--- src/rtl/core/scd_pkg.sv ---
// Shared widths, register indexes, reset values and handshake structs of the SCReLU output block.
package scd_pkg;

  localparam int unsigned CLIP_W   = 15;
  localparam int unsigned WSCALE_W = 15;
  localparam int unsigned ESCALE_W = 13;
  localparam int unsigned BIAS_W   = 16;
  localparam int unsigned VAL_W    = 16;
  localparam int unsigned ACC_W    = 32;
  localparam int unsigned CFG_IDX_W = 2;
  localparam int unsigned CFG_DATA_W = 16;

  // Depth of the queue of finished sums; a power of two so that pointers wrap.
  localparam int unsigned QDEPTH = 4;
  localparam int unsigned QPTR_W = $clog2(QDEPTH);
  localparam int unsigned QCNT_W = $clog2(QDEPTH + 1);

  localparam logic [CFG_IDX_W-1:0] CFG_CLIP   = 2'd0;
  localparam logic [CFG_IDX_W-1:0] CFG_WSCALE = 2'd1;
  localparam logic [CFG_IDX_W-1:0] CFG_ESCALE = 2'd2;
  localparam logic [CFG_IDX_W-1:0] CFG_BIAS   = 2'd3;

  localparam logic [CLIP_W-1:0]   CLIP_RST   = 15'd255;
  localparam logic [WSCALE_W-1:0] WSCALE_RST = 15'd64;
  localparam logic [ESCALE_W-1:0] ESCALE_RST = 13'd400;
  localparam logic [BIAS_W-1:0]   BIAS_RST   = 16'd0;

  typedef struct packed {
    logic             start;
    logic [ACC_W-1:0] dividend;
    logic [ACC_W-1:0] divisor;
  } div_req_t;

  typedef struct packed {
    logic             busy;
    logic             done;
    logic [ACC_W-1:0] quotient;
  } div_rsp_t;

endpackage

--- src/rtl/core/scd_front.sv ---
// Front end: clips the element pair, forms both SCReLU terms and keeps the running sum.
module scd_front import scd_pkg::*; (
  input  logic                     clk,
  input  logic                     rst_n,
  input  logic                     in_push,
  output logic                     in_full,
  input  logic                     in_side_to_move,
  input  logic signed [VAL_W-1:0]  in_white_value,
  input  logic signed [VAL_W-1:0]  in_black_value,
  input  logic signed [VAL_W-1:0]  in_weight_own,
  input  logic signed [VAL_W-1:0]  in_weight_other,
  input  logic                     in_last,
  input  logic [CLIP_W-1:0]        clip_limit,
  input  logic [QCNT_W-1:0]        q_count,
  output logic                     q_push,
  output logic [ACC_W-1:0]         q_wdata
);

  function automatic logic [CLIP_W-1:0] clip_val(logic signed [VAL_W-1:0] v,
                                                 logic [CLIP_W-1:0] lim);
    logic [CLIP_W-1:0] res;
    if (v[VAL_W-1]) begin
      res = '0;
    end else if (v[CLIP_W-1:0] > lim) begin
      res = lim;
    end else begin
      res = v[CLIP_W-1:0];
    end
    return res;
  endfunction

  logic                     accept;
  logic signed [VAL_W-1:0]  own_val;
  logic signed [VAL_W-1:0]  oth_val;
  logic [CLIP_W-1:0]        va_c;
  logic [CLIP_W-1:0]        vb_c;
  logic signed [ACC_W-1:0]  pa_c;
  logic signed [ACC_W-1:0]  pb_c;
  logic signed [ACC_W-1:0]  ta_c;
  logic signed [ACC_W-1:0]  tb_c;
  logic [ACC_W-1:0]         sum_nxt;
  logic [QCNT_W:0]          occ;

  logic                     s1_vld_r;
  logic                     s1_last_r;
  logic [CLIP_W-1:0]        s1_va_r;
  logic [CLIP_W-1:0]        s1_vb_r;
  logic [VAL_W-1:0]         s1_pa_r;
  logic [VAL_W-1:0]         s1_pb_r;
  logic                     s2_vld_r;
  logic                     s2_last_r;
  logic [ACC_W-1:0]         s2_ta_r;
  logic [ACC_W-1:0]         s2_tb_r;
  logic [ACC_W-1:0]         sum_r;

  assign accept  = in_push && !in_full;
  assign own_val = in_side_to_move ? in_black_value : in_white_value;
  assign oth_val = in_side_to_move ? in_white_value : in_black_value;
  assign va_c    = clip_val(own_val, clip_limit);
  assign vb_c    = clip_val(oth_val, clip_limit);
  assign pa_c    = $signed({1'b0, va_c}) * in_weight_own;
  assign pb_c    = $signed({1'b0, vb_c}) * in_weight_other;

  // Only the low half of the first product is kept, read back as signed.
  assign ta_c    = $signed({1'b0, s1_va_r}) * $signed(s1_pa_r);
  assign tb_c    = $signed({1'b0, s1_vb_r}) * $signed(s1_pb_r);

  assign sum_nxt = sum_r + s2_ta_r + s2_tb_r;
  assign q_push  = s2_vld_r && s2_last_r;
  assign q_wdata = sum_nxt;

  // Reserve a queue slot for every last word still in the pipeline.
  assign occ = (QCNT_W+1)'(q_count) + (QCNT_W+1)'(s1_vld_r && s1_last_r)
             + (QCNT_W+1)'(s2_vld_r && s2_last_r);
  assign in_full = (occ >= (QCNT_W+1)'(QDEPTH));

  always_ff @(posedge clk) begin
    if (!rst_n) begin
      s1_vld_r  <= 1'b0;
      s1_last_r <= 1'b0;
      s2_vld_r  <= 1'b0;
      s2_last_r <= 1'b0;
      sum_r     <= '0;
    end else begin
      s1_vld_r  <= accept;
      s1_last_r <= in_last;
      s2_vld_r  <= s1_vld_r;
      s2_last_r <= s1_last_r;
      if (s2_vld_r) begin
        sum_r <= s2_last_r ? '0 : sum_nxt;
      end
    end
  end

  always_ff @(posedge clk) begin
    s1_va_r <= va_c;
    s1_vb_r <= vb_c;
    s1_pa_r <= pa_c[VAL_W-1:0];
    s1_pb_r <= pb_c[VAL_W-1:0];
    s2_ta_r <= ta_c;
    s2_tb_r <= tb_c;
  end

  a_sum_cleared: assert property (@(posedge clk) disable iff (!rst_n)
    (s2_vld_r && s2_last_r) |=> (sum_r == '0))
    else $error("running sum not cleared after a last word");

endmodule

--- src/rtl/core/scd_fifo.sv ---
// Short queue of finished sums between the front end and the output arithmetic.
module scd_fifo import scd_pkg::*; (
  input  logic              clk,
  input  logic              rst_n,
  input  logic              push,
  input  logic [ACC_W-1:0]  wdata,
  input  logic              pop,
  output logic [ACC_W-1:0]  rdata,
  output logic              empty,
  output logic [QCNT_W-1:0] count
);

  logic [ACC_W-1:0]  mem_r [QDEPTH];
  logic [QPTR_W-1:0] wr_ptr_r;
  logic [QPTR_W-1:0] rd_ptr_r;
  logic [QCNT_W-1:0] cnt_r;

  assign rdata = mem_r[rd_ptr_r];
  assign empty = (cnt_r == '0);
  assign count = cnt_r;

  always_ff @(posedge clk) begin
    if (!rst_n) begin
      wr_ptr_r <= '0;
      rd_ptr_r <= '0;
      cnt_r    <= '0;
    end else begin
      if (push) begin
        wr_ptr_r <= wr_ptr_r + QPTR_W'(1);
      end
      if (pop) begin
        rd_ptr_r <= rd_ptr_r + QPTR_W'(1);
      end
      if (push && !pop) begin
        cnt_r <= cnt_r + QCNT_W'(1);
      end else if (pop && !push) begin
        cnt_r <= cnt_r - QCNT_W'(1);
      end
    end
  end

  always_ff @(posedge clk) begin
    if (push) begin
      mem_r[wr_ptr_r] <= wdata;
    end
  end

  a_no_overflow: assert property (@(posedge clk) disable iff (!rst_n)
    push |-> (cnt_r != QCNT_W'(QDEPTH) || pop))
    else $error("sum queue written while full");

  a_no_underflow: assert property (@(posedge clk) disable iff (!rst_n)
    pop |-> (cnt_r != '0))
    else $error("sum queue read while empty");

endmodule

--- src/rtl/core/scd_div.sv ---
// Signed truncating 32-bit divider, one quotient bit per cycle; a zero divisor gives zero.
module scd_div import scd_pkg::*; (
  input  logic     clk,
  input  logic     rst_n,
  input  div_req_t req,
  output div_rsp_t rsp
);

  localparam int unsigned CNT_W = $clog2(ACC_W);

  logic [ACC_W-1:0] nmag;
  logic [ACC_W-1:0] dmag;
  logic [ACC_W:0]   shifted;
  logic [ACC_W:0]   diff;

  logic             busy_r;
  logic             fix_r;
  logic             done_r;
  logic [CNT_W-1:0] cnt_r;
  logic [ACC_W-1:0] rem_r;
  logic [ACC_W-1:0] quo_r;
  logic [ACC_W-1:0] dvs_r;
  logic             neg_r;
  logic             zero_r;
  logic [ACC_W-1:0] res_r;

  assign nmag = req.dividend[ACC_W-1] ? (~req.dividend + ACC_W'(1)) : req.dividend;
  assign dmag = req.divisor[ACC_W-1]  ? (~req.divisor + ACC_W'(1))  : req.divisor;

  // Remainder stays below the divisor magnitude, so the shifted value fits 33 bits.
  assign shifted = {rem_r, quo_r[ACC_W-1]};
  assign diff    = shifted - {1'b0, dvs_r};

  assign rsp.busy     = busy_r || fix_r;
  assign rsp.done     = done_r;
  assign rsp.quotient = res_r;

  always_ff @(posedge clk) begin
    if (!rst_n) begin
      busy_r <= 1'b0;
      fix_r  <= 1'b0;
      done_r <= 1'b0;
      cnt_r  <= '0;
    end else begin
      done_r <= fix_r;
      fix_r  <= busy_r && (cnt_r == CNT_W'(ACC_W - 1));
      if (req.start) begin
        busy_r <= 1'b1;
        cnt_r  <= '0;
      end else if (busy_r) begin
        cnt_r <= cnt_r + CNT_W'(1);
        if (cnt_r == CNT_W'(ACC_W - 1)) begin
          busy_r <= 1'b0;
        end
      end
    end
  end

  always_ff @(posedge clk) begin
    if (req.start) begin
      rem_r  <= '0;
      quo_r  <= nmag;
      dvs_r  <= dmag;
      neg_r  <= req.dividend[ACC_W-1] ^ req.divisor[ACC_W-1];
      zero_r <= (req.divisor == '0);
    end else if (busy_r) begin
      if (!diff[ACC_W]) begin
        rem_r <= diff[ACC_W-1:0];
        quo_r <= {quo_r[ACC_W-2:0], 1'b1};
      end else begin
        rem_r <= shifted[ACC_W-1:0];
        quo_r <= {quo_r[ACC_W-2:0], 1'b0};
      end
    end
    if (fix_r) begin
      if (zero_r) begin
        res_r <= '0;
      end else begin
        res_r <= neg_r ? (~quo_r + ACC_W'(1)) : quo_r;
      end
    end
  end

endmodule

--- src/rtl/core/scd_back.sv ---
// Back end: turns each finished sum into an evaluation and holds it in the output register.
module scd_back import scd_pkg::*; (
  input  logic                clk,
  input  logic                rst_n,
  input  logic                q_empty,
  input  logic [ACC_W-1:0]    q_rdata,
  output logic                q_pop,
  input  logic [CLIP_W-1:0]   clip_limit,
  input  logic [WSCALE_W-1:0] weight_scale,
  input  logic [ESCALE_W-1:0] eval_mult,
  input  logic [BIAS_W-1:0]   output_bias,
  output div_req_t            div_req,
  input  div_rsp_t            div_rsp,
  output logic                out_empty,
  output logic [ACC_W-1:0]    out_evaluation,
  input  logic                out_pop
);

  localparam int unsigned DVS_W = CLIP_W + WSCALE_W;

  localparam logic [2:0] ST_IDLE  = 3'd0;
  localparam logic [2:0] ST_DIV1  = 3'd1;
  localparam logic [2:0] ST_MUL   = 3'd2;
  localparam logic [2:0] ST_DIV2S = 3'd3;
  localparam logic [2:0] ST_DIV2  = 3'd4;
  localparam logic [2:0] ST_FIN   = 3'd5;

  logic [2:0]       state_r;
  logic [2:0]       state_nxt;
  logic [ACC_W-1:0] dvs_r;
  logic [ACC_W-1:0] acc_r;
  logic [ACC_W-1:0] res_r;
  logic             out_vld_r;
  logic [ACC_W-1:0] out_data_r;
  logic [DVS_W-1:0] dvs_c;
  logic             start_job;
  logic             out_free;

  assign dvs_c = {{WSCALE_W{1'b0}}, clip_limit} * {{CLIP_W{1'b0}}, weight_scale};

  assign start_job = (state_r == ST_IDLE) && !q_empty && !div_rsp.busy;
  assign out_free  = !out_vld_r || out_pop;
  assign q_pop     = start_job;

  assign div_req.start    = start_job || (state_r == ST_DIV2S);
  assign div_req.dividend = (state_r == ST_IDLE) ? q_rdata : acc_r;
  assign div_req.divisor  = (state_r == ST_IDLE) ?
                            {{(ACC_W-CLIP_W){1'b0}}, clip_limit} : dvs_r;

  assign out_empty      = !out_vld_r;
  assign out_evaluation = out_data_r;

  always_comb begin
    state_nxt = state_r;
    unique case (state_r)
      ST_IDLE: begin
        if (start_job) begin
          state_nxt = ST_DIV1;
        end
      end
      ST_DIV1: begin
        if (div_rsp.done) begin
          state_nxt = ST_MUL;
        end
      end
      ST_MUL:   state_nxt = ST_DIV2S;
      ST_DIV2S: state_nxt = ST_DIV2;
      ST_DIV2: begin
        if (div_rsp.done) begin
          state_nxt = ST_FIN;
        end
      end
      ST_FIN: begin
        if (out_free) begin
          state_nxt = ST_IDLE;
        end
      end
      default: state_nxt = ST_IDLE;
    endcase
  end

  always_ff @(posedge clk) begin
    if (!rst_n) begin
      state_r   <= ST_IDLE;
      out_vld_r <= 1'b0;
    end else begin
      state_r <= state_nxt;
      if ((state_r == ST_FIN) && out_free) begin
        out_vld_r <= 1'b1;
      end else if (out_pop) begin
        out_vld_r <= 1'b0;
      end
    end
  end

  always_ff @(posedge clk) begin
    if (start_job) begin
      dvs_r <= ACC_W'(dvs_c);
    end
    if ((state_r == ST_DIV1) && div_rsp.done) begin
      acc_r <= div_rsp.quotient + {{(ACC_W-BIAS_W){output_bias[BIAS_W-1]}}, output_bias};
    end else if (state_r == ST_MUL) begin
      acc_r <= acc_r * {{(ACC_W-ESCALE_W){1'b0}}, eval_mult};
    end
    if ((state_r == ST_DIV2) && div_rsp.done) begin
      res_r <= div_rsp.quotient;
    end
    if ((state_r == ST_FIN) && out_free) begin
      out_data_r <= res_r;
    end
  end

  a_div_free: assert property (@(posedge clk) disable iff (!rst_n)
    div_req.start |-> !div_rsp.busy)
    else $error("divider started while still busy");

endmodule

--- src/rtl/core/screlu_dot_product_output_top.sv ---
// Top level of the SCReLU output layer: configuration registers and the front, queue, divider and back.
//
//   Channel | Ports                                           | Handshake
//   input   | in_side_to_move, in_*_value, in_weight_*, in_last | in_push / in_full
//   result  | out_evaluation                                  | out_pop / out_empty
//   config  | cfg_index, cfg_wdata                            | cfg_we, no wait
//
// The front end takes one word per cycle while in_full is low; a word passes through the
// s1 and s2 pipeline registers before it enters the running sum.
// Each last word leaves a sum in a four-entry queue; the back end takes one sum at a time
// and makes two passes through the bit-serial 32-bit divider for it.
// in_full rises while the queue, counting last words still in the front pipeline, is full.
// Reset clears the sum, the pipeline, the queue and the output valid flag, and reloads the
// configuration registers with their defaults.
module screlu_dot_product_output_top import scd_pkg::*; (
  input  logic                    clk,
  input  logic                    rst_n,
  input  logic                    in_push,
  output logic                    in_full,
  input  logic                    in_side_to_move,
  input  logic signed [VAL_W-1:0] in_white_value,
  input  logic signed [VAL_W-1:0] in_black_value,
  input  logic signed [VAL_W-1:0] in_weight_own,
  input  logic signed [VAL_W-1:0] in_weight_other,
  input  logic                    in_last,
  output logic                    out_empty,
  input  logic                    out_pop,
  output logic signed [ACC_W-1:0] out_evaluation,
  input  logic                    cfg_we,
  input  logic [CFG_IDX_W-1:0]    cfg_index,
  input  logic [CFG_DATA_W-1:0]   cfg_wdata
);

  logic [CLIP_W-1:0]   clip_r;
  logic [WSCALE_W-1:0] wscale_r;
  logic [ESCALE_W-1:0] escale_r;
  logic [BIAS_W-1:0]   bias_r;

  logic              q_push;
  logic [ACC_W-1:0]  q_wdata;
  logic              q_pop;
  logic [ACC_W-1:0]  q_rdata;
  logic              q_empty;
  logic [QCNT_W-1:0] q_count;
  div_req_t          div_req;
  div_rsp_t          div_rsp;
  logic [ACC_W-1:0]  eval_w;

  always_ff @(posedge clk) begin
    if (!rst_n) begin
      clip_r   <= CLIP_RST;
      wscale_r <= WSCALE_RST;
      escale_r <= ESCALE_RST;
      bias_r   <= BIAS_RST;
    end else if (cfg_we) begin
      unique case (cfg_index)
        CFG_CLIP:   clip_r   <= cfg_wdata[CLIP_W-1:0];
        CFG_WSCALE: wscale_r <= cfg_wdata[WSCALE_W-1:0];
        CFG_ESCALE: escale_r <= cfg_wdata[ESCALE_W-1:0];
        CFG_BIAS:   bias_r   <= cfg_wdata[BIAS_W-1:0];
        default:    bias_r   <= bias_r;
      endcase
    end
  end

  scd_front u_front (
    .clk             (clk),
    .rst_n           (rst_n),
    .in_push         (in_push),
    .in_full         (in_full),
    .in_side_to_move (in_side_to_move),
    .in_white_value  (in_white_value),
    .in_black_value  (in_black_value),
    .in_weight_own   (in_weight_own),
    .in_weight_other (in_weight_other),
    .in_last         (in_last),
    .clip_limit      (clip_r),
    .q_count         (q_count),
    .q_push          (q_push),
    .q_wdata         (q_wdata)
  );

  scd_fifo u_fifo (
    .clk   (clk),
    .rst_n (rst_n),
    .push  (q_push),
    .wdata (q_wdata),
    .pop   (q_pop),
    .rdata (q_rdata),
    .empty (q_empty),
    .count (q_count)
  );

  scd_div u_div (
    .clk   (clk),
    .rst_n (rst_n),
    .req   (div_req),
    .rsp   (div_rsp)
  );

  scd_back u_back (
    .clk            (clk),
    .rst_n          (rst_n),
    .q_empty        (q_empty),
    .q_rdata        (q_rdata),
    .q_pop          (q_pop),
    .clip_limit     (clip_r),
    .weight_scale   (wscale_r),
    .eval_mult      (escale_r),
    .output_bias    (bias_r),
    .div_req        (div_req),
    .div_rsp        (div_rsp),
    .out_empty      (out_empty),
    .out_evaluation (eval_w),
    .out_pop        (out_pop)
  );

  assign out_evaluation = $signed(eval_w);

endmodule
--- config.mk ---
export PLATFORM = sky130hd
export DESIGN_NAME = screlu_dot_product_output_top
export DESIGN_NICKNAME = d
export VERILOG_FILES = /design/src/rtl/core/scd_pkg.sv /design/src/rtl/core/scd_front.sv /design/src/rtl/core/scd_fifo.sv /design/src/rtl/core/scd_div.sv /design/src/rtl/core/scd_back.sv /design/src/rtl/core/screlu_dot_product_output_top.sv
export SDC_FILE = /design/constraint.sdc
export NUM_CORES = 2
export LEC_CHECK = 0
export ABC_AREA = 1
export BUFFER_PORTS_ARGS = -buffer_cell sky130_fd_sc_hd__buf_2
export CORE_UTILIZATION = 50
export DETAILED_ROUTE_END_ITERATION = 6
export PLACE_DENSITY = 0.7
export REMOVE_ABC_BUFFERS = 1
export SYNTH_ARGS = -nofsm -noshare
export SYNTH_HDL_FRONTEND = slang
export SYNTH_HIERARCHICAL = 1
export SYNTH_SLANG_ARGS = --single-unit
--- constraint.sdc ---
create_clock -name clk -period 14.37 [get_ports clk]
set_input_delay 4.311 -clock clk [delete_from_list [all_inputs] [get_ports clk]]
set_output_delay 4.311 -clock clk [all_outputs]
set_load 0.02 [all_outputs]
Word-level counts from Yosys, hierarchy flattened. Memory sizes are Yosys's and may differ from the RTL's. A register that Yosys moved wholly into a read port is not among the register bits. Cells that the tools add are included.

Add/sub/neg operators: 14. $mul: 6. $lt $le $gt $ge: 3. Equality and inequality tests: 13. Muxes and demuxes: 34. Bitwise operators: 5. Reductions and logical operators: 34.

Operators by type and width (count): $mux W32 (9); $add A32 B1 Y32 const B (3); $add A32 B32 Y32 (3); $not A32 Y32 (3); $mul A16 B16 Y32 (2); $mux W15 (4); $sub A33 B32 Y33 (1); $logic_not A32 Y1 (1); $mul A16 B16 Y16 (2); $mul A32 B13 Y32 (1); $mux W16 (2); $mux W31 (1); $gt A15 B15 Y1 (2); $mul A15 B15 Y30 (1); $mux W30 (1); $mux W3 (6); $pmux W3 S6 (1); $logic_and A1 B1 Y1 (11); $mux W1 (8); $reduce_and A2 Y1 (4); $reduce_bool A2 Y1 (4); $eq A3 B2 Y1 const B (2); $eq A3 B3 Y1 const B (2); $logic_not A1 Y1 (6); 21 further kinds (29).

Flip-flop bits (word level): 496. Memory bits (writable): 128. Input port bits: 89. Output and inout port bits: 34. Logic and storage cells: 145. Memories: 1.

Memory list: u_fifo.mem_r (depth 4, width 32, read ports 1, clocked after Yosys merged registers in 1, wr ports 1, RTL line scd_fifo.sv:13) `logic [ACC_W-1:0] mem_r [QDEPTH];`.

Logic depth before layout (Yosys ltp).
Depth in word-level cells: 7. Depth in mapped cells: 45. Gate-level depth less buffers: 43.

Cells and area by module. Netlist, hierarchy kept.

Modules (own cells, without submodules): scd_front (times used 1, cells an instance 4215, area each 32979.1 um2, sequential area each 3243.1 um2); scd_back (times used 1, cells an instance 3374, area each 25647.1 um2, sequential area each 3863.7 um2); scd_div (times used 1, cells an instance 1521, area each 10477.5 um2, sequential area each 3743.6 um2); scd_fifo (times used 1, cells an instance 366, area each 5215.0 um2, sequential area each 4023.9 um2); screlu_dot_product_output_top (times used 1, cells an instance 357, area each 2378.5 um2, sequential area each 1181.1 um2).

Least setup slack after synthesis. Ideal clock, no wire load.

Kind: input -> register. Start point: input port in_side_to_move. End point: register u_front.s1_pa_r[15]. Setup time: 0.113 ns. Arrival time: 10.694 ns. Required time: 14.257 ns. Setup slack: 3.563 ns. Stages on the path: 39. Buffers on the path: 2. Path through: inv_2 clkbuf_1 or2_2 o21ai_0 inv_1 ha_1 nand2_1 nor2_1 and3_1 nand2_1 nand2_2 buf_4 nand3_1 nand2_1 nor2_2 inv_1 nor2_1 fa_1 [3 not listed] fa_1 inv_1 fa_1 inv_1 fa_1 inv_1 ha_1 nand2_1 nor2_1 nand3_1 o2111ai_1 xor2_1 xor2_1 inv_1 nand3_1 nand2_1 nand2_1 nand2_1.

Cells in the longest elaborated chain, start to end: 5.

Ends and longest elaborated chain: from (decl) (RTL line screlu_dot_product_output_top.sv:20) `input logic in_side_to_move,`; $mux W16 * (RTL line scd_front.sv:57) `assign own_val = in_side_to_move ? in_black_value : in_white_value;`; $gt A15 B15 Y1 (RTL line scd_front.sv:24) `end else if (v[CLIP_W-1:0] > lim) begin`; $mux W15 (RTL line scd_front.sv:24); $mux W15 * (RTL line scd_front.sv:22) `if (v[VAL_W-1]) begin`; net u_front.va_c[10] (RTL line scd_front.sv:35) `logic [CLIP_W-1:0] va_c;`; $mul A16 B16 Y16 * (RTL line scd_front.sv:61) `assign pa_c = $signed({1'b0, va_c}) * in_weight_own;`; net u_front.pa_c[15] (RTL line scd_front.sv:37) `logic signed [ACC_W-1:0] pa_c;`; to (signal assigned) (RTL line scd_front.sv:98) `s1_pa_r <= pa_c[VAL_W-1:0];`; to (decl) (RTL line scd_front.sv:48) `logic [VAL_W-1:0] s1_pa_r;`.

The timed path passes the listed nets; every way through them passes the cells marked *. A chain may end at the register's enable or synchronous reset.

Worst setup path in the final report. Same ends and word-level chain as after synthesis.

==> flow_summary.toml <==
[drt]
drt_wl_total_um = 211000
routed-via-count = 62000
drtAntennaViolNets = 0
drt_first_pass_iters = 7
viasPerCell = 5.22
first_iter_violations = 4600
routedWlPerCell_um = 17.7
remaining_drc_errors = 0

[clock_tree]
cts.hold.buffers_added = 0
clock-sinks = 626
worstSkewPairLatency_ns = 0.69
clk_path_buf_depth = 3
cts_tree = "yes"
cts_buffers = 75
clkTransAtPathRegs_ns = 0.06
htreeDepth = 3
root_buffer = "clkbuf_16"
cts_resized = 0
postCtsSetupBuffers = 0

[yosys]
synth_area_mm2 = 0.0767
synth_edf_count = 352
async_flop_share = 0
synth_seq_area_share = 0.209
synth-seq-cells = 626
avgSynthCellArea_um2 = 7.80
yosys-top-cells-area = "fa_1 26%, edfxtp_1 14%, nand2_1 12%"
synth_warnings = 6
synth_ff_type = "edfxtp_1"
yosys.area.top_type_share = 0.255
ys_types = 72
yosys.area.top_type = "fa_1"
syn_inst = 9833

[cells_and_area]
fin_cells = 11900
top_register = "u_fifo/mem_r"
final_nets = 11500
final_cell_mix = "2512 x nand2_1, 2378 x inv_1, 977 x fa_1"
largest_register_ffs = 128
drive_gt1_frac = 0.0567
final_common_cell = "nand2_1"
syn_to_final_growth_pct = 6.07

[hold_path]
hp-start = "u_back/res_r[31]"
min_path_type = "reg2reg"

[placement]
dp.cells = 11700
numPortBuffers = 122
dp_hpwl_um = 166000
gp_congestion = 0.972
dpl_worst_slack_ns = 1.91

[sta]
worst_slack_ns = 2.51
setup_tns_ns = 0
final.min_clock_period_ns = 11.86
slew_headroom = 0.196
tightest_slew_ns = 1.20
fmax_ghz = 0.0843
final.setup_skew_ns = 0.0368
setup_violations = 0
grt_setup_unrepaired = "no"
timing.final.crit_share = 0.825
slew_viol_final = 0
hold_viol_final = 0

[setup_path]
crit-reg2reg-launch = "clip_r[6]"
crit_top_cell = "inv_1"
cp-end-kind = "flop"
cp_data_required_time_ns = 14.99
critPathBufInv = 10
cp-start-kind = "input pin"
cp_max_fo = 33
crit_slowest_cell = "fa_1"
path_class = "in2reg"
path_delay_family = "adder cells"
cp_slowest_stage_delay_ns = 0.53
arrival_ns = 12.48
startpoint = "in_side_to_move"

[grt]
gr-total-overflow = 0
track_usage = 0.273
grt_max_degree = 66
grt_pass1_wl_um = 337000
first_global_vias = 63600
antenna_found_initial = 4

[job]
maxCapViolations = 0

[die]
die_height_um = 394
core-area_mm2 = 0.152
rows = 143
design.portCount = 123
die_x_um = 394
dieArea_mm2 = 0.155
start_util = 0.504

[outcome]
status = "finished, final reports clean"
-- kinds of logic (layout without fill, tap and decap cells) --
family,count (synthesis),in the layout,synth area share
AOI/OAI and AO/OA,807,807,0.0585
xor gates and xnor gates,235,235,0.0272
adders and majority gates,1622,1622,0.360
buffers and inverters,2718,2727,0.137
DFF,626,626,0.209
muxes,1,1,0.000131
other,1,3,0.0000489
and+or+nand+nor,3823,3823,0.208
-- area by class of cell --
cell class | instances | area, um^2
inverters | 2413 | 9070
fillers | 14400 | 70700
well taps | 2030 | 2540
clock inverters | 45 | 460
repair buffers | 175 | 1010
flip-flops and latches | 626 | 16100
diodes | 1 | 2.50
multi-input cells | 6490 | 50200
clock buffers | 94 | 2020
-- worst reg2reg max path, delay by kind of cell, from the launching register on --
family | cells | cell delay (ns)
xor+xnor | 2 | 0.43
fa+ha+maj | 8 | 3.68
compound gates | 1 | 0.17
simple gates | 14 | 2.03
flops | 1 | 0.32
buf+inv | 9 | 1.17
-- cell usage after synthesis, drive strengths merged, types with 10 or more instances --
library cell / count
buf: 82
or2: 73
clkbuf: 223
nand3: 322
o21ai: 322
a21oi: 331
nor2: 678
xor2: 142
nand3b: 14
dfxtp: 274
xnor2: 91
nor3: 71
a31oi: 28
fa: 977
edfxtp: 352
nand2: 2569
o22ai: 34
ha: 645
o21a: 10
nor4: 10
nand4: 73
o21bai: 18
inv: 2405
o211ai: 11
a21o: 26
-- path summary, 6_finish.rpt --
check	endpoint	slack, ns	cells past startpoint
worst max register to register	u_front/s1_pa_r[15]	6.51	34
worst min-delay path	u_back/out_evaluation[31]	0.42	0
worst max-delay path	u_front/s1_pa_r[15]	2.51	37
worst min register to register	u_back/out_evaluation[31]	0.42	0
-- through the flow --
| stage | utilization | hold slack, ns | instance area, um^2 |
|---|---|---|---|
| floorplan | - | 0.400 | 75300 |
| global placement | 0.519 | 0.401 | 78900 |
| detailed placement | 0.519 | 0.405 | 78900 |
| CTS | 0.535 | 0.418 | 81400 |
| global route | 0.535 | 0.422 | 81400 |
| finish | 0.535 | 0.418 | 81400 |
-- layer usage --
layer	part of all wire	vias to the layer above	wire length, um	global-route usage
met5	0.00024	-	50	0
met4	0.032	8	6790	0.0886
met3	0.071	419	14900	0.0423
met2	0.47	2115	99800	0.461
met1	0.42	30100	89100	0.358
li1	-	29400	-	-
Power is not shown: default switching activity piles up to over one toggle a cycle in this logic, so the estimate is an artifact.
